--- src/rtl/core/dfs_pkg.sv ---
// Shared types, constants and control bundles for the depth-first topological sort block.
// No dependencies; every other file imports this package.
`timescale 1ns / 1ps

package dfs_pkg;

  // graph size and derived widths
  localparam int MaxVertices = 64;
  localparam int VtxW        = (MaxVertices > 1) ? $clog2(MaxVertices) : 1;
  localparam int CntW        = $clog2(MaxVertices + 1);

  // fixed field widths
  localparam int ModeW   = 2;
  localparam int FieldW  = 7;
  localparam int CfgW    = 7;
  localparam int StatusW = 2;

  typedef logic [VtxW-1:0] vtx_t;
  typedef logic [CntW-1:0] cnt_t;

  typedef enum logic [ModeW-1:0] {
    MODE_EDGE  = 2'd0,
    MODE_RUN   = 2'd1,
    MODE_CLEAR = 2'd2,
    MODE_NONE  = 2'd3
  } mode_e;

  typedef enum logic [StatusW-1:0] {
    ST_OK    = 2'd0,
    ST_CYCLE = 2'd1,
    ST_BAD   = 2'd2,
    ST_EMPTY = 2'd3
  } status_e;

  typedef enum logic [1:0] {
    MARK_WHITE = 2'd0,
    MARK_GRAY  = 2'd1,
    MARK_BLACK = 2'd2
  } mark_e;

  typedef enum logic [3:0] {
    S_IDLE,
    S_DECODE,
    S_EDGE_WR,
    S_RESULT,
    S_INIT,
    S_ROOT,
    S_ROOT_CHK,
    S_ROW,
    S_SCAN,
    S_SUCC,
    S_POP,
    S_EMIT_RD,
    S_EMIT
  } state_e;

  // controller to datapath
  typedef struct packed {
    logic    latch;
    logic    edge_rd;
    logic    edge_wr;
    logic    adj_clr;
    logic    init_start;
    logic    init_mark;
    logic    root_start;
    logic    root_rd;
    logic    root_next;
    logic    root_enter;
    logic    row_load;
    logic    scan_next;
    logic    finish;
    logic    pop_rd;
    logic    pop_load;
    logic    push;
    logic    out_load;
    status_e out_status;
  } cmd_t;

  // datapath to controller
  typedef struct packed {
    mode_e mode;
    logic  edge_bad;
    logic  n_zero;
    logic  init_done;
    logic  root_end;
    logic  scan_end;
    logic  row_bit;
    mark_e mark_rd;
    logic  depth_zero;
    logic  fill_one;
    logic  out_free;
  } sts_t;

endpackage

--- src/rtl/core/dfs_ctrl.sv ---
// Sequencer for edge loads, clears and the depth-first walk.
// Depends on dfs_pkg; drives commands into dfs_dpath and reads its status.
`timescale 1ns / 1ps

module dfs_ctrl (
  input  logic          clk_i,
  input  logic          rst_ni,
  input  logic          in_valid_i,
  output logic          in_ready_o,
  input  dfs_pkg::sts_t sts_i,
  output dfs_pkg::cmd_t cmd_o
);
  import dfs_pkg::*;

  state_e  state_q, state_d;
  status_e res_q, res_d;

  // state and pending result code
  always_ff @(posedge clk_i or negedge rst_ni) begin
    if (!rst_ni) begin
      state_q <= S_IDLE;
      res_q   <= ST_OK;
    end else begin
      state_q <= state_d;
      res_q   <= res_d;
    end
  end

  // next state and commands
  always_comb begin
    state_d    = state_q;
    res_d      = res_q;
    cmd_o      = '0;
    in_ready_o = 1'b0;
    unique case (state_q)
      S_IDLE: begin
        in_ready_o = 1'b1;
        if (in_valid_i) begin
          cmd_o.latch = 1'b1;
          state_d     = S_DECODE;
        end
      end
      S_DECODE: begin
        unique case (sts_i.mode)
          MODE_EDGE: begin
            if (sts_i.edge_bad) begin
              res_d   = ST_BAD;
              state_d = S_RESULT;
            end else begin
              cmd_o.edge_rd = 1'b1;
              state_d       = S_EDGE_WR;
            end
          end
          MODE_RUN: begin
            if (sts_i.n_zero) begin
              res_d   = ST_EMPTY;
              state_d = S_RESULT;
            end else begin
              cmd_o.init_start = 1'b1;
              state_d          = S_INIT;
            end
          end
          MODE_CLEAR: begin
            cmd_o.adj_clr = 1'b1;
            state_d       = S_IDLE;
          end
          default: state_d = S_IDLE;
        endcase
      end
      S_EDGE_WR: begin
        cmd_o.edge_wr = 1'b1;
        state_d       = S_IDLE;
      end
      S_RESULT: begin
        cmd_o.out_status = res_q;
        if (sts_i.out_free) begin
          cmd_o.out_load = 1'b1;
          state_d        = S_IDLE;
        end
      end
      S_INIT: begin
        cmd_o.init_mark = 1'b1;
        if (sts_i.init_done) begin
          cmd_o.root_start = 1'b1;
          state_d          = S_ROOT;
        end
      end
      S_ROOT: begin
        cmd_o.root_rd = 1'b1;
        if (sts_i.root_end) state_d = S_EMIT_RD;
        else                state_d = S_ROOT_CHK;
      end
      S_ROOT_CHK: begin
        if (sts_i.mark_rd != MARK_WHITE) begin
          cmd_o.root_next = 1'b1;
          state_d         = S_ROOT;
        end else begin
          cmd_o.root_enter = 1'b1;
          state_d          = S_ROW;
        end
      end
      S_ROW: begin
        cmd_o.row_load = 1'b1;
        state_d        = S_SCAN;
      end
      S_SCAN: begin
        if (sts_i.scan_end) begin
          cmd_o.finish = 1'b1;
          if (sts_i.depth_zero) begin
            cmd_o.root_next = 1'b1;
            state_d         = S_ROOT;
          end else begin
            cmd_o.pop_rd = 1'b1;
            state_d      = S_POP;
          end
        end else if (sts_i.row_bit) begin
          state_d = S_SUCC;
        end else begin
          cmd_o.scan_next = 1'b1;
        end
      end
      S_SUCC: begin
        unique case (sts_i.mark_rd)
          MARK_GRAY: begin
            res_d   = ST_CYCLE;
            state_d = S_RESULT;
          end
          MARK_WHITE: begin
            cmd_o.push = 1'b1;
            state_d    = S_ROW;
          end
          default: begin
            cmd_o.scan_next = 1'b1;
            state_d         = S_SCAN;
          end
        endcase
      end
      S_POP: begin
        cmd_o.pop_load = 1'b1;
        state_d        = S_ROW;
      end
      S_EMIT_RD: state_d = S_EMIT;
      S_EMIT: begin
        cmd_o.out_status = ST_OK;
        if (sts_i.out_free) begin
          cmd_o.out_load = 1'b1;
          state_d        = sts_i.fill_one ? S_IDLE : S_EMIT_RD;
        end
      end
      default: state_d = S_IDLE;
    endcase
  end

endmodule

--- config.mk ---
export PLATFORM = sky130hd
export DESIGN_NAME = dfs_ctrl
export DESIGN_NICKNAME = d
export VERILOG_FILES = /design/src/rtl/core/dfs_pkg.sv /design/src/rtl/core/dfs_ctrl.sv
export SDC_FILE = /design/constraint.sdc
export NUM_CORES = 1
export LEC_CHECK = 0
export ABC_AREA = 0
export BUFFER_PORTS_ARGS = -buffer_cell sky130_fd_sc_hd__buf_4
export CAP_MARGIN = 10
export CORE_MARGIN = 10
export CORE_UTILIZATION = 45
export DETAILED_ROUTE_END_ITERATION = 10
export GPL_TIMING_DRIVEN = 0
export PLACE_DENSITY = 0.78
export SYNTH_ARGS = -nofsm -noshare
export SYNTH_HDL_FRONTEND = slang
export SYNTH_SLANG_ARGS = --single-unit
--- constraint.sdc ---
create_clock -name clk_i -period 3.3 [get_ports clk_i]
set_input_delay 0.33 -clock clk_i [delete_from_list [all_inputs] [get_ports clk_i]]
set_output_delay 0.33 -clock clk_i [all_outputs]
set_load 0.05 [all_outputs]
---- Yosys cells after proc, flatten, opt, wreduce, memory -nomap -nowiden ----
Cells that the tools add are included.
storage, ports and cells
  register bits after elaboration ......... 6
  word-level logic and storage cells ...... 87
  output and inout bits ................... 20
  bits of input ports ..................... 16
cells by class
  mux-type cells .......................... 53
  reduce and logical (&&, ||, !) cells .... 8
  equal/unequal tests ..................... 24
operators with widths
  operator            number
  $pmux 4 s12         1
  $mux 4              9
  $mux 1              27
  $eq 4x4->1 const B  5
  $eq 4x3->1 const B  4
  $mux 2              8
  $pmux 4 s2          2
  $reduce_and 5->1    2
  $ne 3x3->1 const B  3
  $eq 4x2->1 const B  2
  $ne 2x2->1 const B  4
  $pmux 2 s2          2
  $pmux 3 s2          1
  $eq 2x1->1 const B  2
  $eq 4x1->1 const B  1
  $logic_not 2->1     2
  $logic_not 4->1     1
  $pmux 1 s2          2
  $reduce_bool 2->1   2
  $mux 3              1
  $ne 3x1->1 const B  1
  $eq 2x2->1 const B  1
  $ne 2x1->1 const B  1
  $reduce_or 2->1     1

---- Longest topological paths before layout ----
  depth after elaboration ................. 4
  depth in mapped cells ................... 6
  mapped depth without buffers ............ 4

---- Worst setup path after synthesis ----
No wires, ideal clock.
  path type ............................... reg2out
  from .................................... register state_q[1]
  to ...................................... output port cmd_o[18] (netlist bit)
  data arrival time ....................... 2.898 ns
  data required time ...................... 2.970 ns
  cell stages (with the launch flop) ...... 5
  buffers on the path ..................... 2
  path slack .............................. 0.072 ns
  path through ............................ dfrtp_1 > buf_2 > buf_2 > nor4_1 > and2_1
RTL lines
  what                      RTL line        RTL
  start: declaration        dfs_ctrl.sv:15  state_e state_q, state_d;
  start signal: assignment  dfs_ctrl.sv:24  state_q <= state_d;
  end: declaration          dfs_ctrl.sv:11  output dfs_pkg::cmd_t cmd_o

==> out/results.ini <==
[status]
run_status=complete, no violations

[pwr]
leakage_power_nw=0.4950
power_density_mw_per_mm2=671.3
power.net_switching_uw=392.5
power.internal_uw=334.0
vdd_ir_drop_max_mv=0.3536
clkPwrFrac_pct=10.1
p_sw_share_pct=54.02
comb_power_share_pct=73.3
power.share.sequential_pct=16.6

[die]
die_h_microns=61.49
rows=14
core-area_sq_mm=0.001559
die_w_microns=61.49
design.portCount=36
fp.dieArea_sq_mm=0.003780
initial_core_utilization_pct=49.68

[synthesis]
ys_seq_elements=6
post-synth-top-count-cell=sky130_fd_sc_hd__nor2_1
syn_nets=116
synth.cell_area_sq_um=774.5
synthArstFlopShare_pct=100.0
netlist_instances=100
synth-edff-count=0
ys.warnings.count=0
synth.avg_cell_area_sq_um=7.745
most_used_flip_flop_cell_after_synthesis=sky130_fd_sc_hd__dfrtp_1
ys_top_cells_by_count=sky130_fd_sc_hd__nor2_1, sky130_fd_sc_hd__dfrtp_1, sky130_fd_sc_hd__nand2b_1
synth.largest_area_cell=sky130_fd_sc_hd__dfrtp_1
synth_cell_types=48
yosys.area.top_type_share_pct=19.39
post_synth_main_area_contributors=sky130_fd_sc_hd__dfrtp_1, sky130_fd_sc_hd__nand2b_1, sky130_fd_sc_hd__nor2_1, sky130_fd_sc_hd__nor4_1, sky130_fd_sc_hd__and2_1
synth_seq_area_share_pct=19.39

[global_route]
first_global_vias=850
grt_start_max_net_pins=11
wire_length_of_the_first_global_routing_pass_microns=4043
antenna_found_initial=0
gr-total-overflow=0
grt_usage_pct=13.66

[min_path]
worst_hold_path.num_cells=3
whs_endpoint=res_q[0]
hp-class=in2reg
hold_path_start=sts_i[11]

[placement]
hpwlAfterDp_microns=2081
rd_place_congestion=0.8807
dpl.cell_count=150
port-buffer-count=34

[finish]
drive_gt1_share_pct=34.06
num_antenna_cells=0
nFillCells=134
ff_latch_area_sq_um=150.1
multiInputGateArea_sq_um=561.8
layout.nets=156
syn2layout_area_growth_pct=39.74
layout.cells.non_filler=154

[route]
antenna_violating_nets_post_route=0
wl_met3_microns=163
postRouteWirelength_microns=2598
detailedRoute.firstIterationViolations=26
route.vias.total=926
first_pass_drt_iterations=4
routed_via_density=6.013
highest_layer=met4
routed-wl-met2_microns=1353
routed_wire_length_per_instance_microns=16.87
route.detailed.drc=0
wl_met1_microns=1062

[clocking]
post-cts-setup-buffer-count=0
ctsRootBufferMaster=sky130_fd_sc_hd__clkbuf_4
htreeDepth=1
cts.sink_count=6
clkTransAtPathRegs_ns=0.05
clock_insertion_delay_at_the_later_pin_of_the_skew_report_ns=0.26
cts_resized=0
numCtsBuffers=3
cts_tree=built
cts_buffer_depth=2

[setup_path]
critical_path.reg2reg.endpoint=state_q[2]
end_kind=output pin
crit_arrival_ns=1.80
timing.critical_path.fanout_max=10
crit_type=reg2out
r2r-start=state_q[3]
cp.required_ns=2.97
worst_reg2reg_setup_slack_ns=1.60
r2r.worst_path.cells=5
worstSetupStartpointType=flop

[timing]
period_minus_slack_ns=2.131
unrepaired_setup_endpoints_after_global_routing=false
slew-limit-headroom_pct=70.24
fmax_ghz=0.4692
worst_slew_pin_slew_ns=0.4351
timing.final.crit_share_pct=64.59
maxSlewViolCount=0
finalSetupViolations=0
hold_viol_final=0
setup_total_negative_slack_ns=0
fin_skew_ns=0.008577

[job]
max-cap-violations=0

[how the worst max path moves through the flow]
stage,start,to,cells after the start
2_1_floorplan,state_q[1],cmd_o[18],4
3_3_place_gp,state_q[2],cmd_o[10],6
3_5_place_dp,state_q[2],cmd_o[15],4
4_1_cts,state_q[2],cmd_o[15],4
5_1_grt,state_q[0],cmd_o[9],5
6_report,state_q[2],cmd_o[10],6
[critical path: stages, from the launching register on]
cell	delay (ns)
sky130_fd_sc_hd__dfrtp_1	0.36
sky130_fd_sc_hd__buf_6	0.13
sky130_fd_sc_hd__nand2b_1	0.13
sky130_fd_sc_hd__clkbuf_1	0.19
sky130_fd_sc_hd__or3_1	0.41
sky130_fd_sc_hd__o31ai_1	0.08
sky130_fd_sc_hd__buf_4	0.24
[layout make-up]
| class | count | area share, % |
|---|---|---|
| Buffer | 9 | 4.393 |
| Clock buffer | 3 | 2.081 |
| Inverter | 4 | 1.387 |
| Multi-Input combinational cell | 81 | 51.91 |
| Sequential cell | 6 | 13.87 |
| Tap cell | 16 | 1.850 |
| Timing Repair Buffer | 35 | 24.51 |
[through the flow]
| stage | total power [mW] | hold slack [ns] | util, % | worst slack [ns] | cell area [sq um] |
|---|---|---|---|---|---|
| 2_1_floorplan | 0.5110 | 0.03441 | - | 0.07239 | 774.5 |
| 3_3_place_gp | 0.6442 | 0.1385 | 67.34 | 1.455 | 1050 |
| 3_5_place_dp | 0.6491 | 0.1393 | 67.34 | 1.437 | 1050 |
| 4_1_cts | 0.7255 | 0.3665 | 69.42 | 1.150 | 1082 |
| 5_1_grt | 0.7719 | 0.3968 | 69.42 | 1.055 | 1082 |
| 6_report | 0.7265 | 0.3658 | 69.42 | 1.169 | 1082 |
[power groups by stage]
stage	clock network (mW)	logic [mW]	registers, mW
detailed placement	0	0.527	0.122
global route	0.0786	0.568	0.126
global placement	0	0.523	0.122
CTS	0.0739	0.531	0.121
finish	0.0732	0.532	0.121
floorplan	0	0.396	0.115
[layout by cell type, fill, tap and decap left out, drive strengths merged, types with 2 or more instances in the layout]
cell type | synthesis | layout
clkbuf | 3 | 6
o21ai | 4 | 4
nor4b | 2 | 2
mux2i | 2 | 2
inv | 4 | 4
nand3 | 5 | 5
nor3 | 5 | 5
buf | 6 | 40
nand2b | 6 | 6
nor2 | 9 | 9
nand2 | 3 | 3
a21oi | 2 | 2
nor3b | 4 | 4
and2 | 4 | 4
nor4 | 5 | 5
a2111oi | 3 | 3
dfrtp | 6 | 6
o31ai | 2 | 2
or4b | 2 | 2
[timing repair]
item	CTS	global route
endpoints found under the setup margin	0	0
hold buffers	1	0
hold endpoints to repair	6	0
[metal layers]
metal,global-route usage (%),vias to the layer above
li1,-,455
met3,4.115,2
met1,15.78,433
met4,5.096,0
met2,23.13,36
met5,0,-
[cells by family (layout without fill, tap and decap cells)]
kind of cell              after synthesis  in the layout  share of synthesized area [%]
AOI/OAI and AO/OA                      22             22                          20.52
xor gates and xnor gates                1              1                          1.131
buffers and inverters                  13             51                          8.076
DFF                                     6              6                          19.39
muxes                                   3              3                          4.039
and+or+nand+nor                        55             55                          46.85
[state kept, by name, summed over array words and instances, names as in the netlist]
signal / flops
res_q: 2
state_q: 4
No activity file was read; power rests on OpenSTA's default activity.
